--- src/sv/ultrasonic_round_robin_ranger_macros.svh ---
// Assertion helpers for the ranger; empty under synthesis.
`ifndef ULTRASONIC_ROUND_ROBIN_RANGER_MACROS_SVH
`define ULTRASONIC_ROUND_ROBIN_RANGER_MACROS_SVH

`ifndef SYNTHESIS
// Same-cycle implication, disabled while in reset
`define URRR_ASSERT_IMP(lbl, clk, rstn, ante, cons) \
  lbl: assert property (@(posedge clk) disable iff (!rstn) (ante) |-> (cons)) \
    else $error("urrr: check failed");
// Next-cycle implication, disabled while in reset
`define URRR_ASSERT_NXT(lbl, clk, rstn, ante, cons) \
  lbl: assert property (@(posedge clk) disable iff (!rstn) (ante) |=> (cons)) \
    else $error("urrr: check failed");
`else
`define URRR_ASSERT_IMP(lbl, clk, rstn, ante, cons)
`define URRR_ASSERT_NXT(lbl, clk, rstn, ante, cons)
`endif

`endif

--- src/sv/urrr_pkg.sv ---
package urrr_pkg;

  localparam int NUM_SENSORS = 3;
  localparam int SENSOR_W    = 2;
  localparam int DATA_W      = 16;
  localparam int PADDR_W     = 4;
  localparam int PDATA_W     = 32;

  localparam logic [DATA_W-1:0] NO_READING        = 16'hFFFF;
  localparam logic [DATA_W-1:0] STARTUP_RESET     = 16'd2000;
  localparam logic [DATA_W-1:0] ECHO_WAIT_RESET   = 16'd50;
  localparam logic [DATA_W-1:0] MIN_VALID_RESET   = 16'd30;

  // Register indexes (word address)
  localparam logic [1:0] REG_STARTUP   = 2'd0;
  localparam logic [1:0] REG_ECHO_WAIT = 2'd1;
  localparam logic [1:0] REG_MIN_VALID = 2'd2;

  // Request kinds
  localparam logic [1:0] KIND_TICK = 2'd0;
  localparam logic [1:0] KIND_RISE = 2'd1;
  localparam logic [1:0] KIND_FALL = 2'd2;

  typedef struct packed {
    logic [1:0]        kind;
    logic [DATA_W-1:0] capture_time;
  } in_t;

  typedef struct packed {
    logic [NUM_SENSORS-1:0] trigger_lines;
    logic                   measure_done;
    logic [SENSOR_W-1:0]    measured_sensor;
    logic [DATA_W-1:0]      pulse_width;
    logic [DATA_W-1:0]      center_distance;
    logic [DATA_W-1:0]      left_distance;
    logic [DATA_W-1:0]      right_distance;
    logic [DATA_W-1:0]      nearest_side_distance;
  } out_t;

  // Configuration values and the start-up write strobe
  typedef struct packed {
    logic [DATA_W-1:0] startup_ticks;
    logic [DATA_W-1:0] echo_wait_ticks;
    logic [DATA_W-1:0] min_valid_distance;
    logic              startup_wr;
    logic [DATA_W-1:0] wr_value;
  } cfg_t;

  typedef enum logic [2:0] {
    PH_STARTUP = 3'b001,
    PH_TRIGGER = 3'b010,
    PH_ECHO    = 3'b100
  } phase_t;

  // Widths at or below the limit read as no reading
  function automatic logic [DATA_W-1:0] thresholded(input logic [DATA_W-1:0] w,
                                                    input logic [DATA_W-1:0] lim);
    return (w > lim) ? w : NO_READING;
  endfunction

  // Smaller nonzero of the two side widths
  function automatic logic [DATA_W-1:0] nearest_side(input logic [DATA_W-1:0] a,
                                                     input logic [DATA_W-1:0] b);
    logic [DATA_W-1:0] res;
    if (a < b) begin
      res = (a != '0) ? a : ((b != '0) ? b : NO_READING);
    end else begin
      res = (b != '0) ? b : ((a != '0) ? a : NO_READING);
    end
    return res;
  endfunction

endpackage

--- src/sv/urrr_cfg.sv ---
module urrr_cfg import urrr_pkg::*; (
  input  logic               clk,
  input  logic               rst_n,
  input  logic               cfg_psel,
  input  logic               cfg_penable,
  input  logic               cfg_pwrite,
  input  logic [PADDR_W-1:0] cfg_paddr,
  input  logic [PDATA_W-1:0] cfg_pwdata,
  output logic [PDATA_W-1:0] cfg_prdata,
  output logic               cfg_pready,
  output cfg_t               cfg
);

  logic [DATA_W-1:0] startup_r;
  logic [DATA_W-1:0] echo_wait_r;
  logic [DATA_W-1:0] min_valid_r;
  logic              wr_en;
  logic [1:0]        reg_idx;

  assign cfg_pready = 1'b1;
  assign wr_en      = cfg_psel && cfg_penable && cfg_pwrite;
  assign reg_idx    = cfg_paddr[3:2];

  // Write the addressed register; drop writes beyond the list
  always_ff @(posedge clk) begin
    if (!rst_n) begin
      startup_r   <= STARTUP_RESET;
      echo_wait_r <= ECHO_WAIT_RESET;
      min_valid_r <= MIN_VALID_RESET;
    end else if (wr_en) begin
      case (reg_idx)
        REG_STARTUP:   startup_r   <= cfg_pwdata[DATA_W-1:0];
        REG_ECHO_WAIT: echo_wait_r <= cfg_pwdata[DATA_W-1:0];
        REG_MIN_VALID: min_valid_r <= cfg_pwdata[DATA_W-1:0];
        default: ;
      endcase
    end
  end

  // Read back
  always_comb begin
    case (reg_idx)
      REG_STARTUP:   cfg_prdata = {{(PDATA_W-DATA_W){1'b0}}, startup_r};
      REG_ECHO_WAIT: cfg_prdata = {{(PDATA_W-DATA_W){1'b0}}, echo_wait_r};
      REG_MIN_VALID: cfg_prdata = {{(PDATA_W-DATA_W){1'b0}}, min_valid_r};
      default:       cfg_prdata = '0;
    endcase
  end

  assign cfg.startup_ticks      = startup_r;
  assign cfg.echo_wait_ticks    = echo_wait_r;
  assign cfg.min_valid_distance = min_valid_r;
  assign cfg.startup_wr         = wr_en && (reg_idx == REG_STARTUP);
  assign cfg.wr_value           = cfg_pwdata[DATA_W-1:0];

endmodule

--- src/sv/ultrasonic_round_robin_ranger.sv ---
// A result is presented in the cycle after its request is accepted.
// One request per cycle while the result register is free or being drained; the
// state update and result fields are formed in a single pass into that register.
// Reset (rst_n low, synchronous): registers to 2000/50/30, start-up phase with
// the counter at 2000, sensor 0, captures, widths and triggers cleared.
`include "ultrasonic_round_robin_ranger_macros.svh"

module ultrasonic_round_robin_ranger import urrr_pkg::*; (
  input  logic               clk,
  input  logic               rst_n,
  input  logic               in_valid,
  output logic               in_ready,
  input  in_t                in_data,
  output logic               out_valid,
  input  logic               out_ready,
  output out_t               out_data,
  input  logic               cfg_psel,
  input  logic               cfg_penable,
  input  logic               cfg_pwrite,
  input  logic [PADDR_W-1:0] cfg_paddr,
  input  logic [PDATA_W-1:0] cfg_pwdata,
  output logic [PDATA_W-1:0] cfg_prdata,
  output logic               cfg_pready
);

  cfg_t cfg;

  phase_t                 phase_r, phase_nxt;
  logic [DATA_W-1:0]      wait_r, wait_nxt, wait_dec;
  logic [SENSOR_W-1:0]    sensor_r, sensor_nxt;
  logic [DATA_W-1:0]      rise_r, rise_nxt;
  logic [DATA_W-1:0]      fall_r, fall_nxt;
  logic [DATA_W-1:0]      width_r [NUM_SENSORS];
  logic [DATA_W-1:0]      width_nxt [NUM_SENSORS];
  logic [NUM_SENSORS-1:0] trig_r, trig_nxt;
  logic                   done;
  logic [DATA_W-1:0]      echo_width;
  logic                   out_valid_r;
  out_t                   out_data_r;
  out_t                   result;
  logic                   accept;

  urrr_cfg u_cfg (
    .clk         (clk),
    .rst_n       (rst_n),
    .cfg_psel    (cfg_psel),
    .cfg_penable (cfg_penable),
    .cfg_pwrite  (cfg_pwrite),
    .cfg_paddr   (cfg_paddr),
    .cfg_pwdata  (cfg_pwdata),
    .cfg_prdata  (cfg_prdata),
    .cfg_pready  (cfg_pready),
    .cfg         (cfg)
  );

  // Take a request whenever the result register is free or being drained
  assign in_ready = !out_valid_r || out_ready;
  assign accept   = in_valid && in_ready;

  assign wait_dec   = (wait_r != '0) ? (wait_r - 1'b1) : wait_r;
  assign echo_width = (fall_r > rise_r) ? (fall_r - rise_r) : '0;

  // Next state for one request
  always_comb begin
    phase_nxt  = phase_r;
    wait_nxt   = wait_r;
    sensor_nxt = sensor_r;
    rise_nxt   = rise_r;
    fall_nxt   = fall_r;
    trig_nxt   = trig_r;
    done       = 1'b0;
    for (int i = 0; i < NUM_SENSORS; i++) begin
      width_nxt[i] = width_r[i];
    end
    if (accept) begin
      case (in_data.kind)
        KIND_RISE: rise_nxt = in_data.capture_time;
        KIND_FALL: fall_nxt = in_data.capture_time;
        KIND_TICK: begin
          wait_nxt = wait_dec;
          case (phase_r)
            PH_STARTUP: begin
              if (wait_dec == '0) begin
                phase_nxt = PH_TRIGGER;
              end
            end
            PH_TRIGGER: begin
              trig_nxt  = NUM_SENSORS'(1) << sensor_r;
              rise_nxt  = '0;
              fall_nxt  = '0;
              wait_nxt  = cfg.echo_wait_ticks;
              phase_nxt = PH_ECHO;
            end
            PH_ECHO: begin
              if (wait_dec == '0) begin
                for (int i = 0; i < NUM_SENSORS; i++) begin
                  if (sensor_r == SENSOR_W'(i)) begin
                    width_nxt[i] = echo_width;
                  end
                end
                done       = 1'b1;
                sensor_nxt = (sensor_r == SENSOR_W'(NUM_SENSORS - 1)) ?
                             '0 : (sensor_r + 1'b1);
                phase_nxt  = PH_TRIGGER;
              end
              trig_nxt = '0;
            end
            default: phase_nxt = PH_STARTUP;
          endcase
        end
        default: ;
      endcase
    end
    // Reload the start-up count when its register is written during start-up
    if (cfg.startup_wr && (phase_r == PH_STARTUP)) begin
      wait_nxt = cfg.wr_value;
    end
  end

  // Assemble the result from the updated state
  always_comb begin
    result.trigger_lines         = trig_nxt;
    result.measure_done          = done;
    result.measured_sensor       = done ? sensor_r : '0;
    result.pulse_width           = done ? echo_width : '0;
    result.center_distance       = thresholded(width_nxt[0], cfg.min_valid_distance);
    result.left_distance         = thresholded(width_nxt[1], cfg.min_valid_distance);
    result.right_distance        = thresholded(width_nxt[2], cfg.min_valid_distance);
    result.nearest_side_distance = nearest_side(width_nxt[1], width_nxt[2]);
  end

  // Hold the sequencing state
  always_ff @(posedge clk) begin
    if (!rst_n) begin
      phase_r  <= PH_STARTUP;
      wait_r   <= STARTUP_RESET;
      sensor_r <= '0;
      rise_r   <= '0;
      fall_r   <= '0;
      trig_r   <= '0;
      for (int i = 0; i < NUM_SENSORS; i++) begin
        width_r[i] <= '0;
      end
    end else begin
      phase_r  <= phase_nxt;
      wait_r   <= wait_nxt;
      sensor_r <= sensor_nxt;
      rise_r   <= rise_nxt;
      fall_r   <= fall_nxt;
      trig_r   <= trig_nxt;
      for (int i = 0; i < NUM_SENSORS; i++) begin
        width_r[i] <= width_nxt[i];
      end
    end
  end

  // Result register
  always_ff @(posedge clk) begin
    if (!rst_n) begin
      out_valid_r <= 1'b0;
    end else if (accept) begin
      out_valid_r <= 1'b1;
    end else if (out_ready) begin
      out_valid_r <= 1'b0;
    end
  end

  always_ff @(posedge clk) begin
    if (accept) begin
      out_data_r <= result;
    end
  end

  assign out_valid = out_valid_r;
  assign out_data  = out_data_r;

  // Checks
  `URRR_ASSERT_IMP(a_trig_onehot, clk, rst_n, 1'b1, $onehot0(trig_r))
  `URRR_ASSERT_IMP(a_trig_in_echo, clk, rst_n, trig_r != '0, phase_r == PH_ECHO)
  `URRR_ASSERT_IMP(a_sensor_range, clk, rst_n, 1'b1, sensor_r != 2'd3)
  `URRR_ASSERT_IMP(a_done_no_trig, clk, rst_n, out_valid_r && out_data_r.measure_done, out_data_r.trigger_lines == '0)
  `URRR_ASSERT_NXT(a_trig_to_echo, clk, rst_n, accept && (in_data.kind == KIND_TICK) && (phase_r == PH_TRIGGER), (phase_r == PH_ECHO) && (trig_r != '0))

endmodule

--- config.mk ---
export PLATFORM = sky130hd
export DESIGN_NAME = ultrasonic_round_robin_ranger
export DESIGN_NICKNAME = d
export VERILOG_FILES = /design/src/sv/urrr_pkg.sv /design/src/sv/urrr_cfg.sv /design/src/sv/ultrasonic_round_robin_ranger.sv
export VERILOG_INCLUDE_DIRS = /design/src /design/src/sv
export SDC_FILE = /design/constraint.sdc
export NUM_CORES = 1
export LEC_CHECK = 0
export ABC_AREA = 1
export CAP_MARGIN = 20
export CORE_ASPECT_RATIO = 0.8
export CORE_MARGIN = 5
export CORE_UTILIZATION = 66
export DETAILED_ROUTE_END_ITERATION = 16
export DONT_BUFFER_PORTS = 1
export GPL_TIMING_DRIVEN = 0
export PLACE_DENSITY = 0.85
export SETUP_SLACK_MARGIN = 0.2
export SYNTH_ARGS = -nofsm -noshare
export SYNTH_HDL_FRONTEND = slang
export SYNTH_HIERARCHICAL = 1
export SYNTH_SLANG_ARGS = --single-unit
--- constraint.sdc ---
create_clock -name clk -period 15.2 [get_ports clk]
set_clock_uncertainty 0.1 [all_clocks]
set_input_delay 2.28 -clock clk [delete_from_list [all_inputs] [get_ports clk]]
set_output_delay 2.28 -clock clk [all_outputs]
set_load 0.01 [all_outputs]
==> results of run 1 <==
-- final cells by class --
| class | instances | area share (%) |
|---|---|---|
| multi-input combinational | 1325 | 45.0 |
| sequential | 239 | 37.5 |
| inverter | 201 | 5.04 |
| buffer | 101 | 4.48 |
| clock buffer | 29 | 4.39 |
| tap | 269 | 2.24 |
| clock inverter | 15 | 1.16 |
| timing repair buffer | 1 | 0.183 |
-- state kept, by name, summed over array words and instances, names as in the netlist --
register           cells
rise_r                16
trig_r                 3
u_cfg/startup_r       16
out_data              86
fall_r                16
sensor_r               2
out_valid              1
width_r               48
phase_r                3
u_cfg/echo_wait_r     16
u_cfg/min_valid_r     16
wait_r                16
-- routing by layer --
layer	vias up	track usage [%]
met3	77	10.3
met4	0	7.34
met2	660	47.2
met1	5795	46.0
li1	6008	-
met5	-	0
-- tightest hold or removal path, delay by kind of cell, from the launching register on --
family / cells / cell delay [ns]
compound gates: 1 / 0.05
buf+inv: 1 / 0.05
flops: 1 / 0.32
-- metrics by stage --
| step | hold WS [ns] | power (µW) |
|---|---|---|
| after detailed placement | 0.343 | 886 |
| final | 0.356 | 1510 |
| after CTS | 0.358 | 1500 |
| after floorplan | 0.328 | 833 |
| after global routing | 0.374 | 1560 |
| after global placement | 0.340 | 881 |
-- placed cells by master, fill, tap and decap left out, drive strengths merged, types with 14 or more instances in the layout --
cell	n
nand4	14
nor3	14
buf	70
nand2	531
conb	17
inv	200
dfxtp	153
o21ai	88
clkbuf	61
a21boi	15
edfxtp	86
nand3	120
nor2	296
a21oi	70
ha	80
-- where the power goes --
group	leakage (µW)	switching [µW]	internal [µW]
combinational	0.00421	139	56.6
sequential	0.00189	9.57	674
clock	0.000416	253	377
-- cells by family after synthesis --
group,synth area share (%)
AND/OR/NAND/NOR,30.8
XOR/XNOR,0.826
other,0.0545
flip-flops,41.0
AO/OA/AOI/OAI,9.60
adder cells (fa/ha/maj),7.41
buffers and inverters,10.4
-- final timing paths --
path	startpoint	endpoint	cells past startpoint	slack [ns]
max	out_ready	out_data[23]	20	8.66
min	rise_r[0]	rise_r[0]	2	0.36
max reg2reg	wait_r[0]	out_data[53]	27	9.65
min reg2reg	rise_r[0]	rise_r[0]	2	0.36
==> flow_summary.json, run 1 <==
{
  "vias": 12500,
  "core_area_mm2": 0.0206,
  "cpMostUsedCell": "inv_1",
  "drive_gt1_share_pct": 9.99,
  "cts_max_level": 1,
  "dpl-instance-area_mm2": 0.0142,
  "status": "completed",
  "final-hold-violation-count": 0,
  "area_delta_synth_final_pct": 9.13,
  "port_buffers": 0,
  "fin_crit_ns": 6.54,
  "cts-root-buf": "clkbuf_16",
  "final.setup.tns_ns": 0,
  "diodes": 0,
  "finish.instance_area_mm2": 0.0150,
  "met1_length_um": 16100,
  "post_drt_wl_per_cell_um": 17.9,
  "synth_top_area_cell": "dfxtp_1",
  "clock-sinks": 239,
  "floorplan.initialDensity_pct": 66.8,
  "dp.final_hpwl_um": 30100,
  "drc": 0,
  "synth_common_cells": "nand2_1 (492), nor2_1 (277), inv_1 (187), dfxtp_1 (153), nand3_1 (116)",
  "drt-total-wl_um": 39000,
  "ys_ff_latch": 239,
  "slowest_delay_ns": 0.72,
  "post-cts-setup-buffers": 0,
  "clk_pin_slew_ns": 0.06,
  "ys_async_sr_fraction_pct": 0,
  "finalMaxSlewViolations": 0,
  "insertion_delay_ns": 0.52,
  "power_leakage_uw": 0.00652,
  "path_cells": "inv_1 > nand2_1 > nand2_1 > inv_4 > nand2_2 > nor2_4 > inv_1 > nor3_2 > nand3_4 > o21ai_2 > inv_1 > ha_1 > inv_1 > o21bai_1 > a31oi_1 > o221ai_1 > a221oi_1 > a21oi_1 > clkbuf_1 > nand2_1",
  "yosys_warnings": 6,
  "worst_slew_pin_slew_ns": 0.954,
  "overflow": 0,
  "rows": 47,
  "synth.top_cell.area_share_pct": 22.2,
  "final_nets": 2035,
  "slowest_stage": "a21oi_1",
  "utilization_pct": 72.9,
  "critPathBufInv": 6,
  "seqCellArea_mm2": 0.00565,
  "syn_inst": 1851,
  "path_class": "in2reg",
  "wl_met2_um": 16700,
  "cts_resized": 0,
  "syn_area_mm2": 0.0138,
  "grt_start_max_net_pins": 82,
  "grt_pass1_wl_um": 61400,
  "drt_iter0_markers": 1437,
  "end_kind": "flop",
  "slew-limit-headroom_pct": 35.9,
  "p_per_area_mw_per_mm2": 100,
  "fillCellCount": 1617,
  "start_kind": "input port",
  "cp_top_family": "compound AO/OA/AOI/OAI gates",
  "cts_tree": "done",
  "setup_slack_ns": 8.66,
  "synth_area_leaders": "dfxtp_1 (22%), edfxtp_1 (19%), nand2_1 (13%)",
  "dp_slack_ns": 8.37,
  "max_clock_freq_ghz": 0.153,
  "cts_hold_buf": 0,
  "rsz0062_at_grt": "no",
  "ys_types": 52,
  "max-clock-path-buffers": 3,
  "antenna_found_initial": 0,
  "drtAntennaViolNets": 0,
  "maxCapViolations": 0,
  "post-route-period-util_pct": 43.0,
  "hold_path.class": "reg2reg",
  "cts_buffers": 24,
  "finalSetupViolCount": 0,
  "syn_area_per_cell_um2": 7.45,
  "cp_data_required_time_ns": 15.34,
  "synth_edf_count": 86,
  "first_pass_iters": 6,
  "fin_cells": 2180,
  "gp_congestion": 1.03,
  "io_pins": 182,
  "multi_input_area_mm2": 0.00677,
  "wl_met3_um": 5290,
  "first_global_vias": 11700,
  "die_width_um": 172,
  "fp.dieArea_mm2": 0.0239,
  "yosysMostFrequentCell": "nand2_1",
  "vias_per_cell": 5.75,
  "dp_cells": 2136,
  "synth-main-ff-cell": "dfxtp_1",
  "arrival_ns": 6.68,
  "fp.dieH_um": 139,
  "gr-usage-all-layers_pct": 31.9,
  "cp_max_fo": 10,
  "ir_drop_mv": 0.123,
  "ys_seq_area_share_pct": 41.0,
  "dr.max_layer_used": "met4"
}
Note: power is estimated with default switching activity, not from simulation.
==> run 2: changes to the inputs <==
--- a/config.mk
+++ b/config.mk
@@ -10,11 +10,11 @@
 export CAP_MARGIN = 20
 export CORE_ASPECT_RATIO = 0.8
 export CORE_MARGIN = 5
-export CORE_UTILIZATION = 66
+export CORE_UTILIZATION = 65
 export DETAILED_ROUTE_END_ITERATION = 16
 export DONT_BUFFER_PORTS = 1
 export GPL_TIMING_DRIVEN = 0
-export PLACE_DENSITY = 0.85
+export PLACE_DENSITY = 0.84
 export SETUP_SLACK_MARGIN = 0.2
 export SYNTH_ARGS = -nofsm -noshare
 export SYNTH_HDL_FRONTEND = slang
==> constraint.sdc (replaced) <==
create_clock -name clk -period 6.4 [get_ports clk]
set_clock_uncertainty 0.1 [all_clocks]
set_input_delay 0.96 -clock clk [delete_from_list [all_inputs] [get_ports clk]]
set_output_delay 0.96 -clock clk [all_outputs]
set_load 0.01 [all_outputs]
==> run 2 against run 1 <==
Critical endpoint is now out_data[53]; final cell count about the same; sequential power up 140%; sequential share of layout area up 0.15 points; first-iteration DRC count up 21%; sequential cell count unchanged; combinational power up 140%; critical path type is now reg2reg; highest routed layer unchanged.
==> flow_summary.json, run 2 (synthesis gave the netlist of run 1 again) <==
{
  "r2r_slack_ns": 0.59,
  "p_comb_share_pct": 13.4,
  "p_sw_uw": 967,
  "end_kind": "flop",
  "drtAntennaViolNets": 0,
  "fin_crit_ns": 5.81,
  "finalSetupViolCount": 0,
  "ir_drop_mv": 0.256,
  "vias": 12600,
  "grt_start_max_net_pins": 82,
  "switching_share_pct": 27.6,
  "floorplan.initialDensity_pct": 66.4,
  "power_frac_seq_pct": 46.4,
  "rows": 47,
  "post-cts-setup-buffers": 0,
  "antenna_found_initial": 0,
  "worst_slew_pin_slew_ns": 0.947,
  "drt-total-wl_um": 39400,
  "final.setup.tns_ns": 0,
  "multi_input_area_mm2": 0.00677,
  "cp_max_fo": 10,
  "grt_pass1_wl_um": 62200,
  "cts_tree": "done",
  "post_drt_wl_per_cell_um": 18.1,
  "cts_buffers": 25,
  "cts_resized": 0,
  "fillCellCount": 1687,
  "layout_commonest_cell": "nand2_1",
  "post-route-period-util_pct": 90.9,
  "dp_cells": 2136,
  "final_nets": 2036,
  "vias_per_cell": 5.80,
  "setup_slack_ns": 0.585,
  "diodes": 0,
  "clk_pin_slew_ns": 0.06,
  "hold_path.class": "reg2reg",
  "gr-usage-all-layers_pct": 31.4,
  "cp_data_required_time_ns": 6.55,
  "cts_hold_buf": 0,
  "finalHoldWorstSlack_ns": 0.360,
  "fp.dieArea_mm2": 0.0242,
  "cts_max_level": 1,
  "insertion_delay_ns": 0.54,
  "overflow": 0,
  "gp_congestion": 1.02,
  "power_leakage_uw": 0.00649,
  "status": "completed",
  "intPower_uw": 2530,
  "rsz0062_at_grt": "no",
  "p_per_area_mw_per_mm2": 234,
  "io_pins": 182,
  "maxCapViolations": 0,
  "final-hold-violation-count": 0,
  "largest_reg_flops": 86,
  "first_global_vias": 11600,
  "cts-root-buf": "clkbuf_16",
  "seqCellArea_mm2": 0.00565,
  "start_kind": "flop",
  "fp.dieH_um": 140,
  "layout_common_cells": "nand2_1 (492), nor2_1 (277), inv_1 (187), dfxtp_1 (153), nand3_1 (116)",
  "fin_cells": 2181,
  "max_clock_freq_ghz": 0.172,
  "finalMaxSlewViolations": 0,
  "dp_slack_ns": 0.848,
  "first_pass_iters": 6,
  "power_frac_clock_pct": 40.3,
  "max-clock-path-buffers": 3,
  "die_width_um": 173,
  "area_delta_synth_final_pct": 8.70,
  "drive_gt1_share_pct": 10.0,
  "drt_iter0_markers": 1734,
  "drc": 0,
  "clock-sinks": 239,
  "core_area_mm2": 0.0208,
  "arrival_ns": 5.97,
  "dp.final_hpwl_um": 30300,
  "port_buffers": 0,
  "path_class": "reg2reg",
  "slew-limit-headroom_pct": 36.4
}
## run 2: cell count changes in the layout (fill, tap and decap cells not counted), sizes merged
cell / previous run / this run
clkbuf: 61 / 67
bufinv: 4 / 1
clkinv: 12 / 10
## run 2: final cells by class
cell class / count / share of cell area [%]
inverters: 201 / 5.06
repair buffers: 1 / 0.184
clock buffers: 35 / 4.65
clock inverters: 10 / 0.526
plain buffers: 101 / 4.49
flip-flops and latches: 239 / 37.7
well taps: 269 / 2.25
multi-input cells: 1325 / 45.2
## run 2: worst paths after layout
kind	startpoint	to	cells after the start
setup reg to reg	wait_r[0]	out_data[53]	23
hold / removal	rise_r[0]	rise_r[0]	2
hold reg to reg	rise_r[0]	rise_r[0]	2
setup / recovery	wait_r[0]	out_data[53]	23
## run 2: metrics by stage
| stage | total power, µW | cell area (µm²) | util (%) |
|---|---|---|---|
| after floorplan | 1980 | 13800 | - |
| after global placement | 2090 | 14200 | 68.3 |
| after detailed placement | 2100 | 14200 | 68.4 |
| after CTS | 3490 | 15000 | 72.2 |
| after global routing | 3620 | 15000 | 72.2 |
| final | 3500 | 15000 | 72.2 |
## run 2: per-layer routing
layer	global-route usage (%)	up-vias	part of all wire, %	wire length, µm
li1	-	6022	-	-
met1	44.7	5856	43	16800
met2	46.4	691	42	16600
met3	11.3	76	13	5240
met4	6.53	0	2.0	781
met5	0	-	0	0
## run 2: power groups by stage
stage                     logic (µW)  registers (µW)  clock network [µW]
after floorplan                  326            1650                   0
after global placement           438            1660                   0
after detailed placement         448            1660                   0
after CTS                        452            1620                1420
after global routing             512            1630                1490
final                            468            1620                1410
## run 2: worst max-delay path: stages (launching register included)
cell and delay [ns]:
dfxtp_1 0.32, inv_1 0.11, ha_1 0.32, nand2_4 0.14, nor2_2 0.16, nand3_1 0.10
nand2_1 0.13, nand2_1 0.12, nor2_1 0.10, nand2_1 0.10, nor2_4 0.26, nand2_1 0.10
nor2_2 0.43, inv_1 0.12, nor2_1 0.14, clkbuf_1 0.39, o21ai_0 0.25, ha_1 0.35
nand4_1 0.11, nor3_1 0.35, nand2_1 0.10, a22oi_1 0.57, clkbuf_1 0.46, nand2_1 0.18
==> run 3: changes to the inputs <==
--- a/config.mk
+++ b/config.mk
@@ -15,6 +15,7 @@
 export DONT_BUFFER_PORTS = 1
 export GPL_TIMING_DRIVEN = 0
 export PLACE_DENSITY = 0.84
+export RECOVER_POWER = 50
 export SETUP_SLACK_MARGIN = 0.2
 export SYNTH_ARGS = -nofsm -noshare
 export SYNTH_HDL_FRONTEND = slang
==> run 3 against run 2 <==
The run now ends with max-capacitance violations, max-slew violations left; core utilization is 0.23 points lower; count of clock-buffer cells in the layout stayed put; sequential cell count stayed put; critical endpoint unchanged.
==> flow_summary.json, run 3 (synthesis gave the netlist of run 1 again) <==
{
  "failed_checks": "max-capacitance violations, max-slew violations",
  "p_per_area_mw_per_mm2": 235,
  "final_nets": 2036,
  "insertion_delay_ns": 0.54,
  "diodes": 0,
  "cts_hold_buf": 0,
  "finalSetupViolCount": 0,
  "drive_gt1_share_pct": 9.73,
  "antenna_found_initial": 0,
  "path_class": "reg2reg",
  "slowest_stage": "a22oi_1",
  "seqCellArea_mm2": 0.00565,
  "layout_common_cells": "nand2_1 (493), nor2_1 (277), inv_1 (187), dfxtp_1 (153), nand3_1 (116)",
  "overflow": 0,
  "worst_slew_pin_slew_ns": 4.17,
  "cts_buffers": 25,
  "vias": 12700,
  "arrival_ns": 5.95,
  "dp.final_hpwl_um": 30300,
  "drc": 0,
  "grt_pass1_wl_um": 62200,
  "max-clock-path-buffers": 3,
  "grt_use_met3_pct": 11.3,
  "ir_drop_mv": 0.256,
  "clock-sinks": 239,
  "layout_commonest_cell": "nand2_1",
  "final-hold-violation-count": 0,
  "setup_slack_ns": 0.599,
  "vias_per_cell": 5.80,
  "use_met1_pct": 44.7,
  "max_clock_freq_ghz": 0.172,
  "status": "finished, violations left",
  "area_delta_synth_final_pct": 8.35,
  "maxCapViolations": 1,
  "cts-root-buf": "clkbuf_16",
  "post-route-period-util_pct": 90.6,
  "fin_crit_ns": 5.80,
  "port_buffers": 0,
  "cts_resized": 0,
  "hold_path.class": "reg2reg",
  "dp_slack_ns": 0.848,
  "gp_congestion": 1.02,
  "fp.dieArea_mm2": 0.0242,
  "clk_pin_slew_ns": 0.06,
  "fp.dieH_um": 140,
  "drt-total-wl_um": 39500,
  "drt_iter0_markers": 1653,
  "first_pass_iters": 6,
  "post_drt_wl_per_cell_um": 18.1,
  "post-cts-setup-buffers": 0,
  "utilization_pct": 71.9,
  "die_width_um": 173,
  "cp_max_fo": 10,
  "fillCellCount": 1696,
  "busiest_layer": "met2",
  "slew-limit-headroom_pct": -178,
  "io_pins": 182,
  "gr-usage-all-layers_pct": 31.4,
  "cts_tree": "done",
  "largest_reg_flops": 86,
  "power_leakage_uw": 0.00646,
  "grt_start_max_net_pins": 82,
  "grt_util_met2_pct": 46.4,
  "slowest_delay_ns": 0.56,
  "multi_input_area_mm2": 0.00676,
  "cp_data_required_time_ns": 6.55,
  "cts_max_level": 1,
  "drtAntennaViolNets": 0,
  "cpMostUsedCell": "nand2_1",
  "rsz0062_at_grt": "no",
  "finalMaxSlewViolations": 82,
  "core_area_mm2": 0.0208,
  "start_kind": "flop",
  "r2r_slack_ns": 0.60,
  "floorplan.initialDensity_pct": 66.4,
  "end_kind": "flop",
  "path_cells": "inv_1 > ha_1 > nand2_4 > nor2_2 > nand3_1 > nand2_1 > nand2_1 > nor2_1 > nand2_1 > nor2_4 > nand2_1 > nor2_2 > inv_1 > nor2_1 > clkbuf_1 > o21ai_0 > ha_1 > nand4_1 > nor3_1 > nand2_1 > a22oi_1 > clkbuf_1 > nand2_1",
  "first_global_vias": 11600,
  "rows": 47
}
==> run 3: path summary, 6_finish.rpt <==
| check | end | cells past startpoint | from |
|---|---|---|---|
| setup / recovery | out_data[53] | 23 | wait_r[0] |
| hold / removal | u_cfg/startup_r[10] | 2 | u_cfg/startup_r[10] |
| setup reg to reg | out_data[53] | 23 | wait_r[0] |
| hold reg to reg | u_cfg/startup_r[10] | 2 | u_cfg/startup_r[10] |
==> run 3: per-layer routing <==
metal | routed length [µm] | share of wire, %
met1 | 16800 | 43
met2 | 16500 | 42
met3 | 5370 | 14
met4 | 788 | 2.0
met5 | 0 | 0
==> run 3: report_power, final <==
part	internal, µW	switching (µW)	total [µW]	leakage (µW)
combinational	131	333	465	0.00418
clock	800	618	1420	0.000391
sequential	1600	22.6	1630	0.00189
==> run 3: cell type report <==
cell class	instances	area share [%]
repair buffers	1	0.0251
clock buffers	35	4.67
inverters	201	5.07
clock inverters	10	0.528
flip-flops and latches	239	37.8
multi-input cells	1325	45.3
well taps	269	2.25
plain buffers	101	4.37
==> run 3: worst max-delay path, delay by kind of cell, from the launching register on <==
kind	cells	cell delay [ns]
DFF	1	0.32
buffers and inverters	4	1.07
and+or+nand+nor	15	2.53
adders and majority gates	2	0.67
AOI/OAI and AO/OA	2	0.80
==> run 3: stage by stage <==
step | power, µW | setup TNS (ns) | cells | hold WS, ns | area [µm²]
6_report | 3510 | 0 | 2181 | 0.360 | 14900
5_1_grt | 3620 | 0 | 2181 | 0.380 | 14900
4_1_cts | 3490 | 0 | 2181 | 0.359 | 15000
3_5_place_dp | 2100 | 0 | 2136 | 0.343 | 14200
3_3_place_gp | 2090 | -7.69 | 2135 | 0.340 | 14200
2_1_floorplan | 1980 | 0 | 1866 | 0.328 | 13800
